File: src/rtl/core/iacf_pkg.sv
// ----------------------------------------------------------------------------
// iacf_pkg
// Types, constants and small tables shared by the attitude filter modules.
// ----------------------------------------------------------------------------
`default_nettype none

package iacf_pkg;

  // input beat: raw six-axis sample and timestamp
  typedef struct packed {
    logic signed [15:0] accel_x;
    logic signed [15:0] accel_y;
    logic signed [15:0] accel_z;
    logic signed [15:0] gyro_x;
    logic signed [15:0] gyro_y;
    logic signed [15:0] gyro_z;
    logic        [31:0] time_ms;
  } iacf_in_t;

  // output beat: angles in signed fixed point degrees
  typedef struct packed {
    logic signed [31:0] roll;
    logic signed [31:0] pitch;
    logic signed [31:0] yaw;
  } iacf_out_t;

  // configuration write beat
  typedef struct packed {
    logic [2:0]  reg_idx;
    logic [47:0] wdata;
  } iacf_cfg_t;

  typedef enum logic [2:0] {
    REG_MODE        = 3'd0,
    REG_GYRO_RANGE  = 3'd1,
    REG_ACCEL_RANGE = 3'd2,
    REG_LPF_ALPHA   = 3'd3,
    REG_BLEND_ALPHA = 3'd4,
    REG_GYRO_OFFS   = 3'd5,
    REG_ACCEL_OFFS  = 3'd6
  } iacf_reg_e;

  typedef enum logic [1:0] {
    MODE_ACCEL = 2'd0,
    MODE_LPF   = 2'd1,
    MODE_GYRO  = 2'd2,
    MODE_COMP  = 2'd3
  } iacf_mode_e;

  typedef enum logic [3:0] {
    ST_IDLE,
    ST_PREP,
    ST_MUL,
    ST_INIT,
    ST_SQRT,
    ST_CINIT,
    ST_CORD,
    ST_DIVW,
    ST_ROUND,
    ST_BMUL,
    ST_BSUM
  } iacf_state_e;

  localparam int unsigned CNT_W      = 5;
  localparam int unsigned SQRT_STEPS = 32;
  localparam int unsigned DEN_W      = 17;
  localparam int unsigned PROD_W     = 47;
  localparam int unsigned XY_W       = 35;
  localparam int unsigned Z_W        = 33;
  localparam int unsigned Q24_FRAC   = 24;
  localparam logic [63:0] SQRT_TOP   = 64'h4000_0000_0000_0000;

  localparam logic [15:0] LPF_ALPHA_RST   = 16'd62259;
  localparam logic [15:0] BLEND_ALPHA_RST = 16'd64881;

  // controller to datapath commands
  typedef struct packed {
    logic             load_in;
    logic             prep;
    logic             mul;
    logic             init;
    logic             sqrt_step;
    logic             div_step;
    logic             cord_init;
    logic             cord_step;
    logic             round;
    logic             bmul;
    logic             commit;
    logic [CNT_W-1:0] step;
  } iacf_cmd_t;

  // atan(2^-i) in degrees, 24 fraction bits
  function automatic logic [29:0] atan_q24(input logic [CNT_W-1:0] idx);
    logic [29:0] v;
    unique case (idx)
      5'd0:    v = 30'd754974720;
      5'd1:    v = 30'd445687602;
      5'd2:    v = 30'd235489088;
      5'd3:    v = 30'd119537938;
      5'd4:    v = 30'd60000934;
      5'd5:    v = 30'd30029717;
      5'd6:    v = 30'd15018523;
      5'd7:    v = 30'd7509720;
      5'd8:    v = 30'd3754917;
      5'd9:    v = 30'd1877466;
      5'd10:   v = 30'd938734;
      5'd11:   v = 30'd469367;
      5'd12:   v = 30'd234684;
      5'd13:   v = 30'd117342;
      5'd14:   v = 30'd58671;
      5'd15:   v = 30'd29335;
      5'd16:   v = 30'd14668;
      5'd17:   v = 30'd7334;
      5'd18:   v = 30'd3667;
      5'd19:   v = 30'd1833;
      5'd20:   v = 30'd917;
      5'd21:   v = 30'd458;
      5'd22:   v = 30'd229;
      5'd23:   v = 30'd115;
      default: v = 30'd0;
    endcase
    return v;
  endfunction

  // the gyro sensitivity times one thousand (ms to s)
  function automatic logic [DEN_W-1:0] gyro_den(input logic [1:0] range);
    logic [DEN_W-1:0] v;
    unique case (range)
      2'd0: v = 17'd131000;
      2'd1: v = 17'd65500;
      2'd2: v = 17'd32800;
      2'd3: v = 17'd16400;
    endcase
    return v;
  endfunction

endpackage

`default_nettype wire

File: src/rtl/core/iacf_ctrl.sv
// ----------------------------------------------------------------------------
// iacf_ctrl
// Sequencer: steps one sample through prepare, root, CORDIC, divide and blend.
// ----------------------------------------------------------------------------
`default_nettype none

module iacf_ctrl #(
  parameter int unsigned CORDIC_STEPS    = 16,
  parameter int unsigned ANGLE_FRAC_BITS = 16
) (
  input  logic               clk_i,
  input  logic               rst_ni,
  input  logic               in_valid_i,
  output logic               in_ready_o,
  output logic               out_valid_o,
  input  logic               out_ready_i,
  output iacf_pkg::iacf_cmd_t cmd_o
);
  import iacf_pkg::*;

  localparam int unsigned DIV_STEPS = PROD_W + 1 + ANGLE_FRAC_BITS;
  localparam int unsigned DCNT_W    = $clog2(DIV_STEPS + 1);

  iacf_state_e       state_q, state_d;
  logic [CNT_W-1:0]  cnt_q, cnt_d;
  logic [DCNT_W-1:0] dcnt_q, dcnt_d;
  logic              out_valid_q, out_valid_d;
  logic              div_busy;
  logic              out_free;

  assign div_busy = (dcnt_q != DCNT_W'(DIV_STEPS));
  assign out_free = !out_valid_q || out_ready_i;

  // next state
  always_comb begin
    state_d = state_q;
    unique case (state_q)
      ST_IDLE:  if (in_valid_i) state_d = ST_PREP;
      ST_PREP:  state_d = ST_MUL;
      ST_MUL:   state_d = ST_INIT;
      ST_INIT:  state_d = ST_SQRT;
      ST_SQRT:  if (cnt_q == CNT_W'(SQRT_STEPS - 1)) state_d = ST_CINIT;
      ST_CINIT: state_d = ST_CORD;
      ST_CORD:  if (cnt_q == CNT_W'(CORDIC_STEPS - 1)) state_d = ST_DIVW;
      ST_DIVW:  if (!div_busy) state_d = ST_ROUND;
      ST_ROUND: state_d = ST_BMUL;
      ST_BMUL:  state_d = ST_BSUM;
      ST_BSUM:  if (out_free) state_d = ST_IDLE;
      default:  state_d = ST_IDLE;
    endcase
  end

  // commands and counters
  always_comb begin
    cmd_o      = '0;
    cmd_o.step = cnt_q;
    in_ready_o = 1'b0;
    cnt_d      = '0;
    dcnt_d     = dcnt_q;
    unique case (state_q)
      ST_IDLE: begin
        in_ready_o    = 1'b1;
        cmd_o.load_in = in_valid_i;
      end
      ST_PREP:  cmd_o.prep = 1'b1;
      ST_MUL:   cmd_o.mul  = 1'b1;
      ST_INIT: begin
        cmd_o.init = 1'b1;
        dcnt_d     = '0;
      end
      ST_SQRT: begin
        cmd_o.sqrt_step = 1'b1;
        cmd_o.div_step  = div_busy;
        cnt_d           = cnt_q + CNT_W'(1);
      end
      ST_CINIT: begin
        cmd_o.cord_init = 1'b1;
        cmd_o.div_step  = div_busy;
      end
      ST_CORD: begin
        cmd_o.cord_step = 1'b1;
        cmd_o.div_step  = div_busy;
        cnt_d           = cnt_q + CNT_W'(1);
      end
      ST_DIVW:  cmd_o.div_step = div_busy;
      ST_ROUND: cmd_o.round    = 1'b1;
      ST_BMUL:  cmd_o.bmul     = 1'b1;
      ST_BSUM:  cmd_o.commit   = out_free;
      default: ;
    endcase
    if (cmd_o.div_step) dcnt_d = dcnt_q + DCNT_W'(1);
  end

  // output beat held until taken
  always_comb begin
    out_valid_d = out_valid_q;
    if (cmd_o.commit) out_valid_d = 1'b1;
    else if (out_ready_i) out_valid_d = 1'b0;
  end

  assign out_valid_o = out_valid_q;

  always_ff @(posedge clk_i or negedge rst_ni) begin
    if (!rst_ni) begin
      state_q     <= ST_IDLE;
      cnt_q       <= '0;
      dcnt_q      <= '0;
      out_valid_q <= 1'b0;
    end else begin
      state_q     <= state_d;
      cnt_q       <= cnt_d;
      dcnt_q      <= dcnt_d;
      out_valid_q <= out_valid_d;
    end
  end

endmodule

`default_nettype wire

File: config.mk
export PLATFORM = sky130hd
export DESIGN_NAME = iacf_ctrl
export DESIGN_NICKNAME = d
export VERILOG_FILES = /design/src/rtl/core/iacf_pkg.sv /design/src/rtl/core/iacf_ctrl.sv
export SDC_FILE = /design/constraint.sdc
export NUM_CORES = 1
export LEC_CHECK = 0
export BUFFER_PORTS_ARGS = -buffer_cell sky130_fd_sc_hd__buf_2
export CAP_MARGIN = 20
export CORE_ASPECT_RATIO = 1.75
export CORE_MARGIN = 5
export CORE_UTILIZATION = 28
export CTS_CLUSTER_SIZE = 40
export DETAILED_ROUTE_END_ITERATION = 8
export SYNTH_ARGS = -nofsm -noshare
export SYNTH_HDL_FRONTEND = slang
export SYNTH_SLANG_ARGS = --single-unit
File: constraint.sdc
create_clock -name clk_i -period 3.8 [get_ports clk_i]
set_input_delay 1.14 -clock clk_i [delete_from_list [all_inputs] [get_ports clk_i]]
set_output_delay 1.14 -clock clk_i [all_outputs]
set_load 0.05 [all_outputs]
# Word-level counts from Yosys, hierarchy flattened
# Index checks and enable logic that the tools add are counted.
[totals]
register_bits = 17
[classes]
reduce_logical = 8
n_eq_ne = 18
addsub = 2
muxes = 23
[ops]
columns = ["op", "n"]
rows = [
  ["one-hot mux 4 bit (11 select lines)", 1],
  ["two-way mux 4 bit", 5],
  ["== test 4 x 3 -> 1 bit (second input constant)", 4],
  ["two-way mux 1 bit", 14],
  ["two-way mux 7 bit", 2],
  ["== test 4 bit (second input constant)", 3],
  ["!= test 2 bit (second input constant)", 5],
  ["== test 4 x 2 -> 1 bit (second input constant)", 2],
  ["adder 7 x 1 -> 7 bit (second input constant)", 1],
  ["!= test 7 bit (second input constant)", 1],
  ["adder 5 x 1 -> 5 bit (second input constant)", 1],
  ["== test 5 x 4 -> 1 bit (second input constant)", 1],
  ["== test 5 bit (second input constant)", 1],
  ["two-way mux 5 bit", 1],
  ["AND reduction 5 bit", 1],
  ["== test 4 x 1 -> 1 bit (second input constant)", 1],
  ["logical NOT 4 bit", 1],
  ["nonzero test 2 bit", 2],
  ["OR reduction 4 bit", 1],
  ["OR reduction 2 bit", 1],
  ["logical NOT 1 bit", 1],
  ["logical OR 1 bit", 1],
]

# Logic depth before layout (Yosys ltp)
[logic_depth]
ltp_word = 4
ltp_mapped = 7
mapped_depth_nobuf = 7

# Worst setup path before layout
# No wires, ideal clock.
[synth_path]
path_type = "reg-to-output"
start = "reg state_q[0]"
end = "out cmd_o[15] (netlist name)"
arrival_time_ns = 2.782
setup_slack_ns = -0.122
path_stages_with_launch = 4
path_buffers = 1
path_cell_list = "dfrtp_1 -> clkbuf_8 -> nor4_1 -> and2_1"
[synth_lines]
columns = ["item", "line_no", "rtl"]
rows = [
  ["start, declared", "iacf_ctrl.sv:24", "iacf_state_e state_q, state_d;"],
  ["start signal, assigned", "iacf_ctrl.sv:110", "state_q <= state_d;"],
  ["end, declared", "iacf_ctrl.sv:17", "output iacf_pkg::iacf_cmd_t cmd_o"],
]

==> reports/metrics.yaml <==
sta:
  worst_pin_slew_ns: 0.4744
  slew_violations: 0
  setup_viol: 0
  setup_slack_ns: 0.7938
  fin_crit_sh: 0.7911
  finalClockSkew_ns: 0.001347
  clock.fmax_mhz: 332.7
  relSlewSlack: 0.6837
  hold_viol_final: 0
  layout_min_cycle_time_ns: 3.006
  rsz0062_at_grt: "no"
  final.setup.tns_ns: 0
worst_setup_path:
  worstPathCellList: "buf_2 > or2b_2 > nor2b_1 > buf_2"
  r2r.worst_path.cells: 7
  crit_path_max_incr_delay_ns: 0.30
  cpMaxStageDelayCell: "or2b_2"
  critPathCaptureType: "output pin"
  required_ns: 2.66
  crit_arrival_ns: 1.87
  critPathBufInv: 2
  rrSetupSlack_ns: 1.92
  r2r_start: "cnt_q[0]$_DFF_PN0_"
  critPathMaxFanout: 3
  cp_top_family: "simple AND/OR/NAND/NOR gates"
  cp_common_cell: "buf_2"
  worstReg2RegEnd: "state_q[1]$_DFFE_PN0P_"
  timing_worst_setup_path_type: "input pin to output pin"
  start_kind: "input pin"
worst_hold_path:
  min_to: "cnt_q[0]$_DFF_PN0_"
  hold_path_class: "flip-flop to flip-flop"
  hold_path_depth: 1
  hold_start: "cnt_q[0]$_DFF_PN0_"
routing:
  totalWireLength_um: 2199
  ant_nets: 0
  routedWlPerCell_um: 12.86
  via_per_inst: 4.965
  drtIter0Drc: 14
  drc: 0
  dr.pass1.iters: 4
  vias: 849
layout:
  diodes: 0
  nFillCells: 403
  area_growth_pct: 14.22
  drive_gt1_frac: 0.3040
  nets: 135
  final_cells: 171
floorplan:
  start_util: 0.2910
  die_h_um: 91.24
  dieArea_mm2: 0.005148
  ios: 22
  num_rows: 29
  die_x_um: 56.43
  core_area_mm2: 0.003628
synthesis:
  synth_ff_type: "dfrtp_1"
  synth_cell_types: 43
  syn_inst: 106
  ys_ff_latch: 17
  ys_warn_count: 0
  synth_async_sr_flop_share: 1.000
  synth_area_per_cell_um2: 9.962
  ys_seq_area_frac: 0.4028
  synth_edf_count: 0
  synthesis.nets: 115
  synth_area_mm2: 0.001056
pwr:
  peakVddDrop_mv: 0.1439
  p_leak_uw: 0.0005845
  p_per_area_mw_per_mm2: 266.8
flow_run:
  maxCapViolations: 0
global_routing:
  grt_max_degree: 18
  gr-total-overflow: 0
  grt_antenna_before_repair: 0
  grt_pass1_vias: 835
  grt_pass1_wl_um: 3532
  grtUsageTotal: 0.08877
placed_design:
  dp.cells: 167
  dp.final_hpwl_um: 1651
  port_buffers: 21
  gp_congestion: 0.7372
  place_ws_ns: 0.7900
clocking:
  cts-hold-fix-buffers: 0
  tritoncts: "built"
  clockBufferDepth: 2
  cts_setup_buffers: 0
  cts_htree_levels: 1
  cts_sinks: 17
  clock_latency_ns: 0.25
  cts_resized: 0
  clock-root-buffer: "clkbuf_8"
  cts_buffers: 3
  cts.clk_slew.worst_paths_ns: 0.07
status:
  status: "finished, final reports clean"
logic make-up after synthesis:
family          after synthesis  share of synthesized area
simple gates                 48                     0.2571
compound gates               18                     0.1422
mux                           3                    0.03080
xor+xnor                      3                    0.02489
fa+ha+maj                     5                    0.05924
buf+inv                      12                    0.08293
flops                        17                     0.4028
metrics by stage:
step | hold slack (ns) | cell area, um^2 | utilization | power (uW)
after floorplan | 0.4807 | 1062 | - | 184.6
after global placement | 0.4679 | 1160 | 0.3197 | 189.7
after detailed placement | 0.4736 | 1160 | 0.3197 | 189.9
after CTS | 0.4830 | 1206 | 0.3324 | 326.8
after global routing | 0.5066 | 1206 | 0.3324 | 338.1
final | 0.4777 | 1206 | 0.3324 | 321.8
cells in the final DEF (no fill, tap or decap), types with 2 or more instances in the layout:
master | Yosys | final
or2b_2 | 2 | 2
o31ai_1 | 2 | 2
nand3_1 | 5 | 5
clkbuf_8 | 3 | 3
xor2_1 | 2 | 2
nor2_1 | 15 | 15
nand4_1 | 2 | 2
dfrtp_1 | 17 | 17
nand2_1 | 4 | 4
and3_1 | 3 | 3
nor3_1 | 4 | 4
and2_1 | 2 | 2
and2b_1 | 2 | 2
inv_1 | 6 | 6
ha_1 | 5 | 5
buf_2 | 1 | 21
o21ai_0 | 3 | 3
mux2_2 | 2 | 2
nand2b_1 | 2 | 2
how the worst max path moves through the flow:
stage | slack [ns] | cells past startpoint | endpoint | startpoint
3_3_place_gp | 0.80 | 4 | cmd_o[5] | out_ready_i
5_1_grt | 0.75 | 4 | cmd_o[5] | out_ready_i
3_5_place_dp | 0.79 | 4 | cmd_o[5] | out_ready_i
6_report | 0.79 | 4 | cmd_o[5] | out_ready_i
2_1_floorplan | 0.55 | 3 | cmd_o[15] | state_q[0]$_DFFE_PN0P_
4_1_cts | 0.79 | 4 | cmd_o[5] | out_ready_i
flip-flops by register name, indices dropped and copies added (netlist names):
signal / count
out_valid_o: 1
dcnt_q: 7
state_q: 4
cnt_q: 5
area by class of cell:
cell class	instances	area (um^2)	share of cell area
clock inverter	1	5.005	0.004149
sequential	17	425.4	0.3527
multi-input combinational	77	549.3	0.4554
clock buffer	3	41.29	0.03423
inverter	6	22.52	0.01867
timing repair buffer	21	105.1	0.08714
tap	46	57.56	0.04772
worst register-to-register path, stage by stage (launching register included):
cell and delay (ns):
dfrtp_1 0.38, ha_1 0.20, and3_1 0.20, ha_1 0.14, and2b_1 0.14, a211oi_2 0.04
a211o_2 0.32, a221o_2 0.34
per-layer routing:
layer	wire, um	vias to the layer above	global-route usage
met5	0	-	0
met4	62	0	0.06139
met3	105	4	0.03546
met2	1176	19	0.1573
met1	854	418	0.07916
li1	-	408	-
cells in the mapped netlist (3+ instances only):
master | n | share of area
ha_1 | 5 | 0.059
nand2_1 | 4 | 0.014
dfrtp_1 | 17 | 0.40
nor2_1 | 15 | 0.053
nor3_1 | 4 | 0.019
and3_1 | 3 | 0.018
nand3_1 | 5 | 0.024
clkbuf_8 | 3 | 0.039
o21ai_0 | 3 | 0.014
inv_1 | 6 | 0.021
where the power goes:
part	switching, uW	internal [uW]
logic	4.01	1.18
registers	0.0000000000000191	181
clock network	62.8	72.8
total	66.9	255
No activity file was read; power rests on OpenSTA's default activity.
